File: src/hw/rtl/line_sensor_array_position_core_defines.svh
// Assertion macros for the line sensor array position block.
`ifndef LINE_SENSOR_ARRAY_POSITION_CORE_DEFINES_SVH
`define LINE_SENSOR_ARRAY_POSITION_CORE_DEFINES_SVH

// Implication checked at every rising edge outside reset.
`define LSAP_ASSERT_IMP(label, clk, rst_n, ante, cons) \
    label: assert property (@(posedge clk) disable iff (!rst_n) (ante) |-> (cons)) \
        else $error("assertion failed");

// Implication whose consequent is checked in the cycle after the antecedent.
`define LSAP_ASSERT_NEXT(label, clk, rst_n, ante, cons) \
    label: assert property (@(posedge clk) disable iff (!rst_n) (ante) |=> (cons)) \
        else $error("assertion failed");

`endif

File: src/hw/rtl/lsap_pkg.sv
// ---------------------------------------------------------------------------
// lsap_pkg
// Types, constants and codes shared by the line sensor position block.
// ---------------------------------------------------------------------------
package lsap_pkg;

    localparam int MAX_SENSORS         = 6;
    localparam int SENSOR_COUNT_DEF    = 6;
    localparam int SAMPLE_W            = 10;
    localparam int WEIGHT_W            = 13;
    localparam int HYST_W              = 9;
    localparam int LIMIT_W             = 12;
    localparam int POS_W               = 13;
    localparam int CFG_IDX_W           = 3;
    localparam int CFG_DATA_W          = 13;
    localparam int MASK_W              = 6;
    // excess up to 1023, weight 13 bits signed, six terms
    localparam int EXC_W               = 13;
    localparam int WSUM_W              = 29;
    localparam int DSUM_W              = 16;
    localparam int STEP_W              = 5;

    typedef enum logic [1:0] {
        CMD_MEASURE = 2'd0,
        CMD_CALIB   = 2'd1,
        CMD_APPLY   = 2'd2,
        CMD_NONE    = 2'd3
    } cmd_t;

    typedef enum logic [1:0] {
        ST_VALID    = 2'd0,
        ST_WHITE    = 2'd1,
        ST_BLACK    = 2'd2,
        ST_NO_MEAS  = 2'd3
    } status_t;

    typedef enum logic [CFG_IDX_W-1:0] {
        REG_HYST   = 3'd0,
        REG_LIMIT  = 3'd1,
        REG_W0     = 3'd2,
        REG_W1     = 3'd3,
        REG_W2     = 3'd4,
        REG_W3     = 3'd5,
        REG_W4     = 3'd6,
        REG_W5     = 3'd7
    } reg_idx_t;

    typedef enum logic [2:0] {
        S_IDLE,
        S_ACCUM,
        S_DIVIDE,
        S_FINISH,
        S_OUTPUT
    } state_t;

    typedef struct packed {
        logic load;        // capture frame and run compare / calib / apply
        logic accum;       // accumulate one sensor term
        logic div_start;
        logic div_step;
        logic finish;
    } ctrl_cmd_t;

    typedef struct packed {
        logic       measure_mixed;  // measure with partial mask, needs division
        logic       accum_last;
        logic       div_last;
    } ctrl_stat_t;

endpackage

File: src/hw/rtl/lsap_if.sv
// ---------------------------------------------------------------------------
// lsap_if
// Valid/ready channel carrying a packed payload.
// ---------------------------------------------------------------------------
interface lsap_if #(
    parameter int W = 8
);
    logic         valid;
    logic         ready;
    logic [W-1:0] data;

    modport source (output valid, output data, input ready);
    modport sink   (input valid, input data, output ready);
endinterface

File: src/hw/rtl/line_sensor_array_position_core.sv
// ---------------------------------------------------------------------------
// line_sensor_array_position_core
// Line sensor row position: hysteresis compare, weighted centroid.
// ---------------------------------------------------------------------------
// Usage:
//   in_ch  : one beat = cmd plus six samples; cmd 0 measure, 1 calibrate,
//            2 apply midpoint thresholds.
//   out_ch : one beat per input beat: on_mask, position, status, centered,
//            line_found.
//   cfg_ch : register index and data; write only while idle.
// Sequence: calibrate, apply, unused commands and measures with all or no
//   sensor on pass from the load through the accumulate state to the output
//   beat; a measure with a partial mask takes SENSOR_COUNT accumulate steps,
//   one divider setup and 28 divider steps of the bit-serial restoring
//   divider.
// One item is in flight at a time; input ready is high only when idle, so the
//   next input beat is taken in the cycle after the result beat at the earliest.
// Reset restores default registers, thresholds at half scale, min/max at
//   their extremes and clears the hysteresis memory.
// A stalled receiver holds the result beat stable and blocks the input.
// ---------------------------------------------------------------------------
module line_sensor_array_position_core #(
    parameter int SENSOR_COUNT = lsap_pkg::SENSOR_COUNT_DEF
) (
    input logic clk,
    input logic rst_n,
    lsap_if.sink   in_ch,
    lsap_if.sink   cfg_ch,
    lsap_if.source out_ch
);
    import lsap_pkg::*;

    ctrl_cmd_t  cmd;
    ctrl_stat_t stat;
    logic [MAX_SENSORS-1:0][SAMPLE_W-1:0] smp;
    logic [MASK_W-1:0]        on_mask;
    logic signed [POS_W-1:0]  position;
    logic [1:0]               status;
    logic                     centered;
    logic                     line_found;

    // in_ch.data: {sample_5 .. sample_0, cmd}; out_ch.data:
    // {line_found, centered, status, position, on_mask}
    // cfg_ch.data: {index[2:0], data[12:0]}
    assign smp = in_ch.data[2 +: MAX_SENSORS*SAMPLE_W];
    assign cfg_ch.ready = 1'b1;
    assign out_ch.data = {line_found, centered, status, position, on_mask};

    lsap_ctrl u_ctrl (
        .clk       (clk),
        .rst_n     (rst_n),
        .in_valid  (in_ch.valid),
        .in_ready  (in_ch.ready),
        .out_valid (out_ch.valid),
        .out_ready (out_ch.ready),
        .cmd       (cmd),
        .stat      (stat)
    );

    lsap_datapath #(
        .SENSOR_COUNT(SENSOR_COUNT)
    ) u_dp (
        .clk        (clk),
        .rst_n      (rst_n),
        .cfg_we     (cfg_ch.valid),
        .cfg_idx    (cfg_ch.data[CFG_DATA_W +: CFG_IDX_W]),
        .cfg_data   (cfg_ch.data[CFG_DATA_W-1:0]),
        .in_cmd     (in_ch.data[1:0]),
        .in_sample  (smp),
        .cmd        (cmd),
        .stat       (stat),
        .on_mask    (on_mask),
        .position   (position),
        .status     (status),
        .centered   (centered),
        .line_found (line_found)
    );

endmodule

File: src/hw/rtl/lsap_ctrl.sv
// ---------------------------------------------------------------------------
// lsap_ctrl
// Sequencer: frame load, per-sensor accumulation, division, result hold.
// ---------------------------------------------------------------------------
`include "line_sensor_array_position_core_defines.svh"

module lsap_ctrl (
    input  logic                  clk,
    input  logic                  rst_n,
    input  logic                  in_valid,
    output logic                  in_ready,
    output logic                  out_valid,
    input  logic                  out_ready,
    output lsap_pkg::ctrl_cmd_t   cmd,
    input  lsap_pkg::ctrl_stat_t  stat
);
    import lsap_pkg::*;

    state_t state_reg, state_next;

    always_ff @(posedge clk or negedge rst_n)
    begin
        if (!rst_n)
        begin
            state_reg <= S_IDLE;
        end
        else
        begin
            state_reg <= state_next;
        end
    end

    always_comb
    begin
        state_next = state_reg;
        cmd        = '0;
        in_ready   = 1'b0;
        out_valid  = 1'b0;
        unique case (state_reg)
            S_IDLE:
            begin
                in_ready = 1'b1;
                if (in_valid)
                begin
                    cmd.load   = 1'b1;
                    state_next = S_ACCUM;
                end
            end
            S_ACCUM:
            begin
                if (!stat.measure_mixed)
                begin
                    state_next = S_OUTPUT;
                end
                else
                begin
                    cmd.accum = 1'b1;
                    if (stat.accum_last)
                    begin
                        state_next = S_DIVIDE;
                    end
                end
            end
            S_DIVIDE:
            begin
                cmd.div_start = 1'b1;
                state_next    = S_FINISH;
            end
            S_FINISH:
            begin
                cmd.div_step = 1'b1;
                if (stat.div_last)
                begin
                    cmd.finish = 1'b1;
                    state_next = S_OUTPUT;
                end
            end
            S_OUTPUT:
            begin
                out_valid = 1'b1;
                if (out_ready)
                begin
                    state_next = S_IDLE;
                end
            end
            default:
            begin
                state_next = S_IDLE;
            end
        endcase
    end

    `LSAP_ASSERT_IMP(a_ready_idle, clk, rst_n, in_ready, !out_valid)
    `LSAP_ASSERT_NEXT(a_load_leaves, clk, rst_n, cmd.load, state_reg == S_ACCUM)
    `LSAP_ASSERT_NEXT(a_out_hold, clk, rst_n, out_valid && !out_ready, out_valid)

endmodule

File: src/hw/rtl/lsap_datapath.sv
// ---------------------------------------------------------------------------
// lsap_datapath
// Sensor state, threshold compare, serial accumulation, restoring divider.
// ---------------------------------------------------------------------------
`include "line_sensor_array_position_core_defines.svh"

module lsap_datapath #(
    parameter int SENSOR_COUNT = lsap_pkg::SENSOR_COUNT_DEF
) (
    input  logic                                    clk,
    input  logic                                    rst_n,
    input  logic                                    cfg_we,
    input  logic [lsap_pkg::CFG_IDX_W-1:0]          cfg_idx,
    input  logic [lsap_pkg::CFG_DATA_W-1:0]         cfg_data,
    input  logic [1:0]                              in_cmd,
    input  logic [lsap_pkg::MAX_SENSORS-1:0][lsap_pkg::SAMPLE_W-1:0] in_sample,
    input  lsap_pkg::ctrl_cmd_t                     cmd,
    output lsap_pkg::ctrl_stat_t                    stat,
    output logic [lsap_pkg::MASK_W-1:0]             on_mask,
    output logic signed [lsap_pkg::POS_W-1:0]       position,
    output logic [1:0]                              status,
    output logic                                    centered,
    output logic                                    line_found
);
    import lsap_pkg::*;

    localparam int SAMPLE_BITS = SAMPLE_W;
    localparam int SENS_IDX_W = $clog2(SENSOR_COUNT);
    localparam logic [SAMPLE_BITS-1:0] S_MAX  = {SAMPLE_BITS{1'b1}};
    localparam logic [SAMPLE_BITS-1:0] S_HALF = {1'b1, {(SAMPLE_BITS-1){1'b0}}};
    localparam logic [MASK_W-1:0] ALL_MASK = MASK_W'((1 << SENSOR_COUNT) - 1);
    localparam int DIV_STEPS = WSUM_W - 1;
    localparam int MAG_W = WSUM_W - 1;

    logic [HYST_W-1:0]                    hyst_reg;
    logic [LIMIT_W-1:0]                   limit_reg;
    logic signed [WEIGHT_W-1:0]           weight_reg [MAX_SENSORS];
    logic [SAMPLE_BITS-1:0]               low_reg  [SENSOR_COUNT];
    logic [SAMPLE_BITS-1:0]               high_reg [SENSOR_COUNT];
    logic [SAMPLE_BITS-1:0]               thr_reg  [SENSOR_COUNT];
    logic [MASK_W-1:0]                    mem_reg;
    logic [SAMPLE_BITS-1:0]               smp_reg  [SENSOR_COUNT];
    logic [MASK_W-1:0]                    mask_reg;
    logic [1:0]                           status_reg;
    logic [SENS_IDX_W-1:0]                idx_reg;
    logic signed [WSUM_W-1:0]             wsum_reg;
    logic [DSUM_W-1:0]                    dsum_reg;
    logic [MAG_W-1:0]                     quo_reg;
    logic [DSUM_W:0]                      rem_reg;
    logic                                 neg_reg;
    logic [STEP_W-1:0]                    step_reg;
    logic signed [POS_W-1:0]              pos_reg;
    logic                                 cent_reg;
    logic [MASK_W-1:0]                    mask_next;
    logic signed [EXC_W-1:0]              exc;
    logic signed [WEIGHT_W+EXC_W-1:0]     prod;
    logic [DSUM_W:0]                      rem_sh;
    logic [MAG_W-1:0]                     quo_sh;
    logic signed [POS_W-1:0]              pos_final;
    logic [POS_W-1:0]                     pos_abs;

    always_comb
    begin
        mask_next = '0;
        for (int i = 0; i < SENSOR_COUNT; i++)
        begin
            logic signed [SAMPLE_BITS+1:0] edge_v;
            if (mem_reg[i])
            begin
                edge_v = $signed({2'b00, thr_reg[i]}) - $signed((SAMPLE_BITS+2)'(hyst_reg));
            end
            else
            begin
                edge_v = $signed({2'b00, thr_reg[i]}) + $signed((SAMPLE_BITS+2)'(hyst_reg));
            end
            mask_next[i] = $signed({2'b00, in_sample[i][SAMPLE_BITS-1:0]}) > edge_v;
        end
    end

    always_comb
    begin
        exc = EXC_W'($signed({1'b0, smp_reg[idx_reg]}))
            - EXC_W'($signed({1'b0, thr_reg[idx_reg]}));
        if (exc < EXC_W'(1))
        begin
            exc = EXC_W'(1);
        end
        prod   = weight_reg[idx_reg] * exc;
        rem_sh = {rem_reg[DSUM_W-1:0], quo_reg[MAG_W-1]};
        quo_sh = {quo_reg[MAG_W-2:0], 1'b0};
        if (rem_sh >= {1'b0, dsum_reg})
        begin
            rem_sh    = rem_sh - {1'b0, dsum_reg};
            quo_sh[0] = 1'b1;
        end
        pos_final = neg_reg ? -POS_W'(quo_sh) : POS_W'(quo_sh);
        pos_abs   = neg_reg ? POS_W'(quo_sh) : POS_W'(quo_sh);
    end

    always_ff @(posedge clk or negedge rst_n)
    begin
        if (!rst_n)
        begin
            hyst_reg  <= HYST_W'(20);
            limit_reg <= LIMIT_W'(100);
            weight_reg[0] <= -WEIGHT_W'(2500);
            weight_reg[1] <= -WEIGHT_W'(1500);
            weight_reg[2] <= -WEIGHT_W'(500);
            weight_reg[3] <= WEIGHT_W'(500);
            weight_reg[4] <= WEIGHT_W'(1500);
            weight_reg[5] <= WEIGHT_W'(2500);
            for (int i = 0; i < SENSOR_COUNT; i++)
            begin
                low_reg[i]  <= S_MAX;
                high_reg[i] <= '0;
                thr_reg[i]  <= S_HALF;
            end
            mem_reg    <= '0;
            mask_reg   <= '0;
            status_reg <= ST_NO_MEAS;
            idx_reg    <= '0;
            step_reg   <= '0;
            pos_reg    <= '0;
            cent_reg   <= 1'b0;
        end
        else
        begin
            if (cfg_we)
            begin
                unique case (reg_idx_t'(cfg_idx))
                    REG_HYST:  hyst_reg  <= cfg_data[HYST_W-1:0];
                    REG_LIMIT: limit_reg <= cfg_data[LIMIT_W-1:0];
                    default:   weight_reg[cfg_idx - CFG_IDX_W'(2)] <= $signed(cfg_data);
                endcase
            end
            if (cmd.load)
            begin
                for (int i = 0; i < SENSOR_COUNT; i++)
                begin
                    smp_reg[i] <= in_sample[i][SAMPLE_BITS-1:0];
                end
                idx_reg  <= '0;
                wsum_reg <= '0;
                dsum_reg <= '0;
                pos_reg  <= '0;
                cent_reg <= 1'b0;
                mask_reg <= '0;
                status_reg <= ST_NO_MEAS;
                case (in_cmd)
                    CMD_MEASURE:
                    begin
                        mem_reg  <= mask_next;
                        mask_reg <= mask_next;
                        if (mask_next == ALL_MASK)
                        begin
                            status_reg <= ST_BLACK;
                        end
                        else if (mask_next == '0)
                        begin
                            status_reg <= ST_WHITE;
                        end
                        else
                        begin
                            status_reg <= ST_VALID;
                        end
                    end
                    CMD_CALIB:
                    begin
                        for (int i = 0; i < SENSOR_COUNT; i++)
                        begin
                            if (in_sample[i][SAMPLE_BITS-1:0] < low_reg[i])
                            begin
                                low_reg[i] <= in_sample[i][SAMPLE_BITS-1:0];
                            end
                            if (in_sample[i][SAMPLE_BITS-1:0] > high_reg[i])
                            begin
                                high_reg[i] <= in_sample[i][SAMPLE_BITS-1:0];
                            end
                        end
                    end
                    CMD_APPLY:
                    begin
                        for (int i = 0; i < SENSOR_COUNT; i++)
                        begin
                            thr_reg[i] <= SAMPLE_BITS'(({1'b0, low_reg[i]}
                                + {1'b0, high_reg[i]}) >> 1);
                        end
                        mem_reg <= '0;
                    end
                    default:
                    begin
                    end
                endcase
            end
            if (cmd.accum)
            begin
                if (mask_reg[idx_reg])
                begin
                    wsum_reg <= wsum_reg + WSUM_W'(prod);
                    dsum_reg <= dsum_reg + DSUM_W'(exc);
                end
                if (!stat.accum_last)
                begin
                    idx_reg <= idx_reg + SENS_IDX_W'(1);
                end
            end
            if (cmd.div_start)
            begin
                neg_reg  <= wsum_reg[WSUM_W-1];
                quo_reg  <= wsum_reg[WSUM_W-1] ? MAG_W'(-wsum_reg) : MAG_W'(wsum_reg);
                rem_reg  <= '0;
                step_reg <= '0;
            end
            if (cmd.div_step)
            begin
                quo_reg  <= quo_sh;
                rem_reg  <= rem_sh;
                step_reg <= step_reg + STEP_W'(1);
            end
            if (cmd.finish)
            begin
                pos_reg  <= pos_final;
                cent_reg <= {1'b0, pos_abs} <= {2'b00, limit_reg};
            end
        end
    end

    assign stat.measure_mixed = (status_reg == ST_VALID);
    assign stat.accum_last    = (idx_reg == SENS_IDX_W'(SENSOR_COUNT - 1));
    assign stat.div_last      = (step_reg == STEP_W'(DIV_STEPS - 1));

    assign on_mask    = mask_reg;
    assign position   = pos_reg;
    assign status     = status_reg;
    assign centered   = cent_reg;
    assign line_found = (mask_reg != '0);

    `LSAP_ASSERT_IMP(a_mask_range, clk, rst_n, 1'b1, (mask_reg & ~ALL_MASK) == '0)
    `LSAP_ASSERT_IMP(a_pos_zero, clk, rst_n, status_reg != ST_VALID, pos_reg == '0 && !cent_reg)
    `LSAP_ASSERT_IMP(a_dsum_pos, clk, rst_n, cmd.div_start, dsum_reg != '0)

endmodule

File: src/flat_wrapper.sv
// flat-port wrapper written by rule: the top's interface ports become plain ports
module line_sensor_array_position_core_flat import lsap_pkg::*;
#(
    parameter int SENSOR_COUNT = lsap_pkg::SENSOR_COUNT_DEF
)
  (clk, rst_n, in_ch_valid, in_ch_data, in_ch_ready, cfg_ch_valid, cfg_ch_data, cfg_ch_ready, out_ch_valid, out_ch_data, out_ch_ready);
  lsap_if #(.W((2 + 6 * SAMPLE_W))) in_ch_i ();
  lsap_if #(.W((CFG_IDX_W + CFG_DATA_W))) cfg_ch_i ();
  lsap_if #(.W((MASK_W + POS_W + 2 + 1 + 1))) out_ch_i ();
  input logic clk;
  input logic rst_n;
  input wire logic [$bits(in_ch_i.valid)-1:0] in_ch_valid;
  input wire logic [$bits(in_ch_i.data)-1:0] in_ch_data;
  output wire logic [$bits(in_ch_i.ready)-1:0] in_ch_ready;
  input wire logic [$bits(cfg_ch_i.valid)-1:0] cfg_ch_valid;
  input wire logic [$bits(cfg_ch_i.data)-1:0] cfg_ch_data;
  output wire logic [$bits(cfg_ch_i.ready)-1:0] cfg_ch_ready;
  output wire logic [$bits(out_ch_i.valid)-1:0] out_ch_valid;
  output wire logic [$bits(out_ch_i.data)-1:0] out_ch_data;
  input wire logic [$bits(out_ch_i.ready)-1:0] out_ch_ready;
  assign in_ch_i.valid = in_ch_valid;
  assign in_ch_i.data = in_ch_data;
  assign in_ch_ready = in_ch_i.ready;
  assign cfg_ch_i.valid = cfg_ch_valid;
  assign cfg_ch_i.data = cfg_ch_data;
  assign cfg_ch_ready = cfg_ch_i.ready;
  assign out_ch_valid = out_ch_i.valid;
  assign out_ch_data = out_ch_i.data;
  assign out_ch_i.ready = out_ch_ready;
  line_sensor_array_position_core #(.SENSOR_COUNT(SENSOR_COUNT)) u_core (.clk(clk), .rst_n(rst_n), .in_ch(in_ch_i), .cfg_ch(cfg_ch_i), .out_ch(out_ch_i));
endmodule
File: config.mk
export PLATFORM = sky130hd
export DESIGN_NAME = line_sensor_array_position_core_flat
export DESIGN_NICKNAME = d
export VERILOG_FILES = /design/src/hw/rtl/lsap_pkg.sv /design/src/hw/rtl/lsap_if.sv /design/src/hw/rtl/line_sensor_array_position_core.sv /design/src/hw/rtl/lsap_ctrl.sv /design/src/hw/rtl/lsap_datapath.sv /design/src/flat_wrapper.sv
export VERILOG_INCLUDE_DIRS = /design/src /design/src/hw/rtl
export SDC_FILE = /design/constraint.sdc
export NUM_CORES = 2
export LEC_CHECK = 0
export ABC_AREA = 0
export BUFFER_PORTS_ARGS = -buffer_cell sky130_fd_sc_hd__buf_2
export CORE_ASPECT_RATIO = 2
export CORE_UTILIZATION = 50
export DETAILED_ROUTE_END_ITERATION = 10
export PLACE_DENSITY = 0.66
export SLEW_MARGIN = 20
export SYNTH_ARGS = -nofsm -noshare
export SYNTH_HDL_FRONTEND = slang
export SYNTH_SLANG_ARGS = --single-unit
File: constraint.sdc
create_clock -name clk -period 12.16 [get_ports clk]
set_input_delay 2.432 -clock clk [delete_from_list [all_inputs] [get_ports clk]]
set_output_delay 2.432 -clock clk [all_outputs]
set_load 0.05 [all_outputs]
==> results.yml <==
grt:
  antenna_found_initial: 1
  overflow: 0
  grt_pass1_vias: 32400
  grt_max_degree: 97
  track_usage_pct: 28.6
  grt_first_pass_wirelength_mm: 178
clocking:
  numCtsBuffers: 48
  cts.htree.levels: 2
  clockBufferDepth: 3
  cts_tree: "built"
  root_buffer: "clkbuf_16"
  clkLatencyLatePin_ps: 630
  post-cts-setup-buffers: 0
  cts_num_sinks: 468
  path_clk_slew_ps: 70
route:
  first_iter_violations: 1379
  first_pass_iters: 5
  vias: 30300
  postRouteWirelength_mm: 115
  avgViaCountPerCell: 5.76
  wl_per_cell_um: 21.9
  antenna_left: 0
  drc: 0
timing:
  relSlewSlack_pct: 23.7
  fmax_mhz: 88.9
  worstMarginPinSlew_ps: 1140
  setup_tns_ps: 0
  period_needed_ps: 11240
  rsz0062_at_grt: "no"
  clock_skew_ps: 18.4
  min_period_over_period_pct: 92.5
  finalSetupViolCount: 0
  hold_violations: 0
  drv_slew: 0
run:
  cap_violations: 0
die:
  rows: 147
  die_h_um: 405
  die_w_um: 203
  start_util_pct: 50.6
  coreArea_sq_um: 80200
  ios: 109
  dieArea_sq_um: 82300
setup_path:
  critical_path_class: "flip-flop to flip-flop"
  cp-end-kind: "flip-flop"
  crit_top_cell: "fa_1"
  slowest_stage: "dfrtp_4"
  critPathMaxStageDelay_ps: 730
  cp.arrival_ps: 11590
  critical_path.max_fanout: 27
  crit_required_ps: 12510
  startpoint_type: "flip-flop"
synthesis:
  ys_async_sr_fraction_pct: 67.9
  syn_area_per_cell_sq_um: 9.90
  synth_edf_count: 150
  synth_cell_types: 84
  ys_seq_area_share_pct: 31.1
  netlist_instances: 4097
  syn_area_sq_um: 40600
  ys.flop_type: "dfrtp_1"
  yosys_register_bits: 468
  synth_nets: 4888
  yosysWarnings: 0
place:
  dp.final_hpwl_mm: 92.6
  gp_congestion: 0.964
  io_buffers: 107
finish:
  finalNetCount: 4972
  drive_above_1_share_pct: 13.5
  fill_cells: 7354
  largest_reg_flops: 78
  area.growth.synth_to_final_pct: 8.56
min_path:
  hold_path_class: "flip-flop to flip-flop"
outcome:
  status: "complete, no violations"
[kinds of logic (layout without fill, tap and decap cells)]
logic type,count (synthesis),count (layout),share of synthesized area (%)
and+or+nand+nor,929,929,10.9
muxes,243,243,7.49
AOI/OAI and AO/OA,907,907,14.3
other,1,3,0.00925
adders and majority gates,709,709,26.0
xor gates and xnor gates,196,196,4.23
buffers and inverters,644,768,6.02
DFF,468,468,31.1
[critical path: cells and delay by family (launching register included)]
kind                     cells  cell delay [ps]
adder cells (fa/ha/maj)     10             4760
AND/OR/NAND/NOR             10             2000
AO/OA/AOI/OAI                8             1890
flip-flops                   1              730
buffers and inverters        5              680
multiplexers                 1              570
XOR/XNOR                     2              330
[synth_stat cells (all sizes together) (20+ instances only)]
master | n | area share (%)
xnor2 | 102 | 2.2
mux2i | 65 | 1.6
and2 | 36 | 0.56
nor2b | 56 | 0.86
xor2 | 94 | 2.0
nor3 | 75 | 0.94
nand3 | 68 | 0.84
o31ai | 30 | 0.58
o21bai | 36 | 0.67
o21ai | 307 | 3.8
clkbuf | 100 | 0.93
mux2 | 144 | 4.0
ha | 483 | 15
fa | 225 | 11
a211oi | 22 | 0.41
dfstp | 109 | 7.1
nand4 | 26 | 0.40
mux4 | 34 | 1.9
nor2 | 208 | 1.9
buf | 20 | 0.24
nand2b | 55 | 0.85
inv | 523 | 4.8
dfrtp | 209 | 13
o21a | 27 | 0.50
a22o | 23 | 0.50
nand2 | 320 | 3.0
edfxtp | 150 | 11
a21o | 141 | 2.6
a21oi | 185 | 2.3
[cell usage in the layout, fill, tap and decap left out, types with 106 or more instances in the layout]
cell type and count:
nand2_1 318, nor2_1 206, ha_1 483, o21ai_0 269, fa_1 225, a21o_1 141, buf_2 106, dfrtp_1 208
a21oi_1 185, dfstp_2 109, mux2_2 144, inv_1 521, edfxtp_1 150
[cell type report]
cell class / count / area (sq um) / share of cell area (%)
antenna: 2 / 5.00 / 0.0114
clock buffer: 67 / 1430 / 3.24
clock inverter: 23 / 195 / 0.443
inverter: 524 / 1970 / 4.48
multi-input combinational: 2985 / 25600 / 58.2
sequential: 468 / 12600 / 28.6
tap: 1043 / 1310 / 2.96
timing repair buffer: 154 / 911 / 2.07
[worst paths after layout]
| check | start | slack [ps] | cells after the start | to |
|---|---|---|---|---|
| max | u_core.u_dp.idx_reg[0] | 920 | 36 | u_core.u_dp.wsum_reg[27] |
| min | u_core.u_dp.position[6] | 480 | 2 | u_core.u_dp.position[6] |
| max reg2reg | u_core.u_dp.idx_reg[0] | 920 | 36 | u_core.u_dp.wsum_reg[27] |
| min reg2reg | u_core.u_dp.position[6] | 480 | 2 | u_core.u_dp.position[6] |
| max in group asynchronous | rst_n | 8400 | 3 | u_core.u_dp.idx_reg[0] |
| min in group asynchronous | rst_n | 1680 | 1 | u_core.u_dp.weight_reg[14] |
[stage by stage]
stage / std cells / util (%) / setup slack, ps / instance area (sq um) / hold slack [ps]
detailed placement: 5174 / 52.8 / 780 / 42400 / 469
finish: 5266 / 54.9 / 915 / 44000 / 480
global placement: 5174 / 52.8 / 889 / 42400 / 464
floorplan: 4097 / - / 971 / 40600 / 470
global route: 5264 / 54.9 / 130 / 44000 / 512
CTS: 5264 / 54.8 / 743 / 44000 / 484
[what timing repair did]
action | in CTS | in global routing
hold buffers | 0 | 0
endpoints found under the setup margin | 0 | 1
gates resized for setup | 0 | 2
[routing by layer]
metal | vias to the layer above | track usage (%) | share of wire [%]
met5 | - | 0 | 0
met4 | 0 | 21.3 | 8.4
met3 | 350 | 3.05 | 3.4
met2 | 661 | 56.0 | 55
met1 | 15000 | 26.5 | 33
li1 | 14400 | - | -
Power is not shown: default switching activity piles up to over one toggle a cycle in this logic, so the estimate is an artifact.
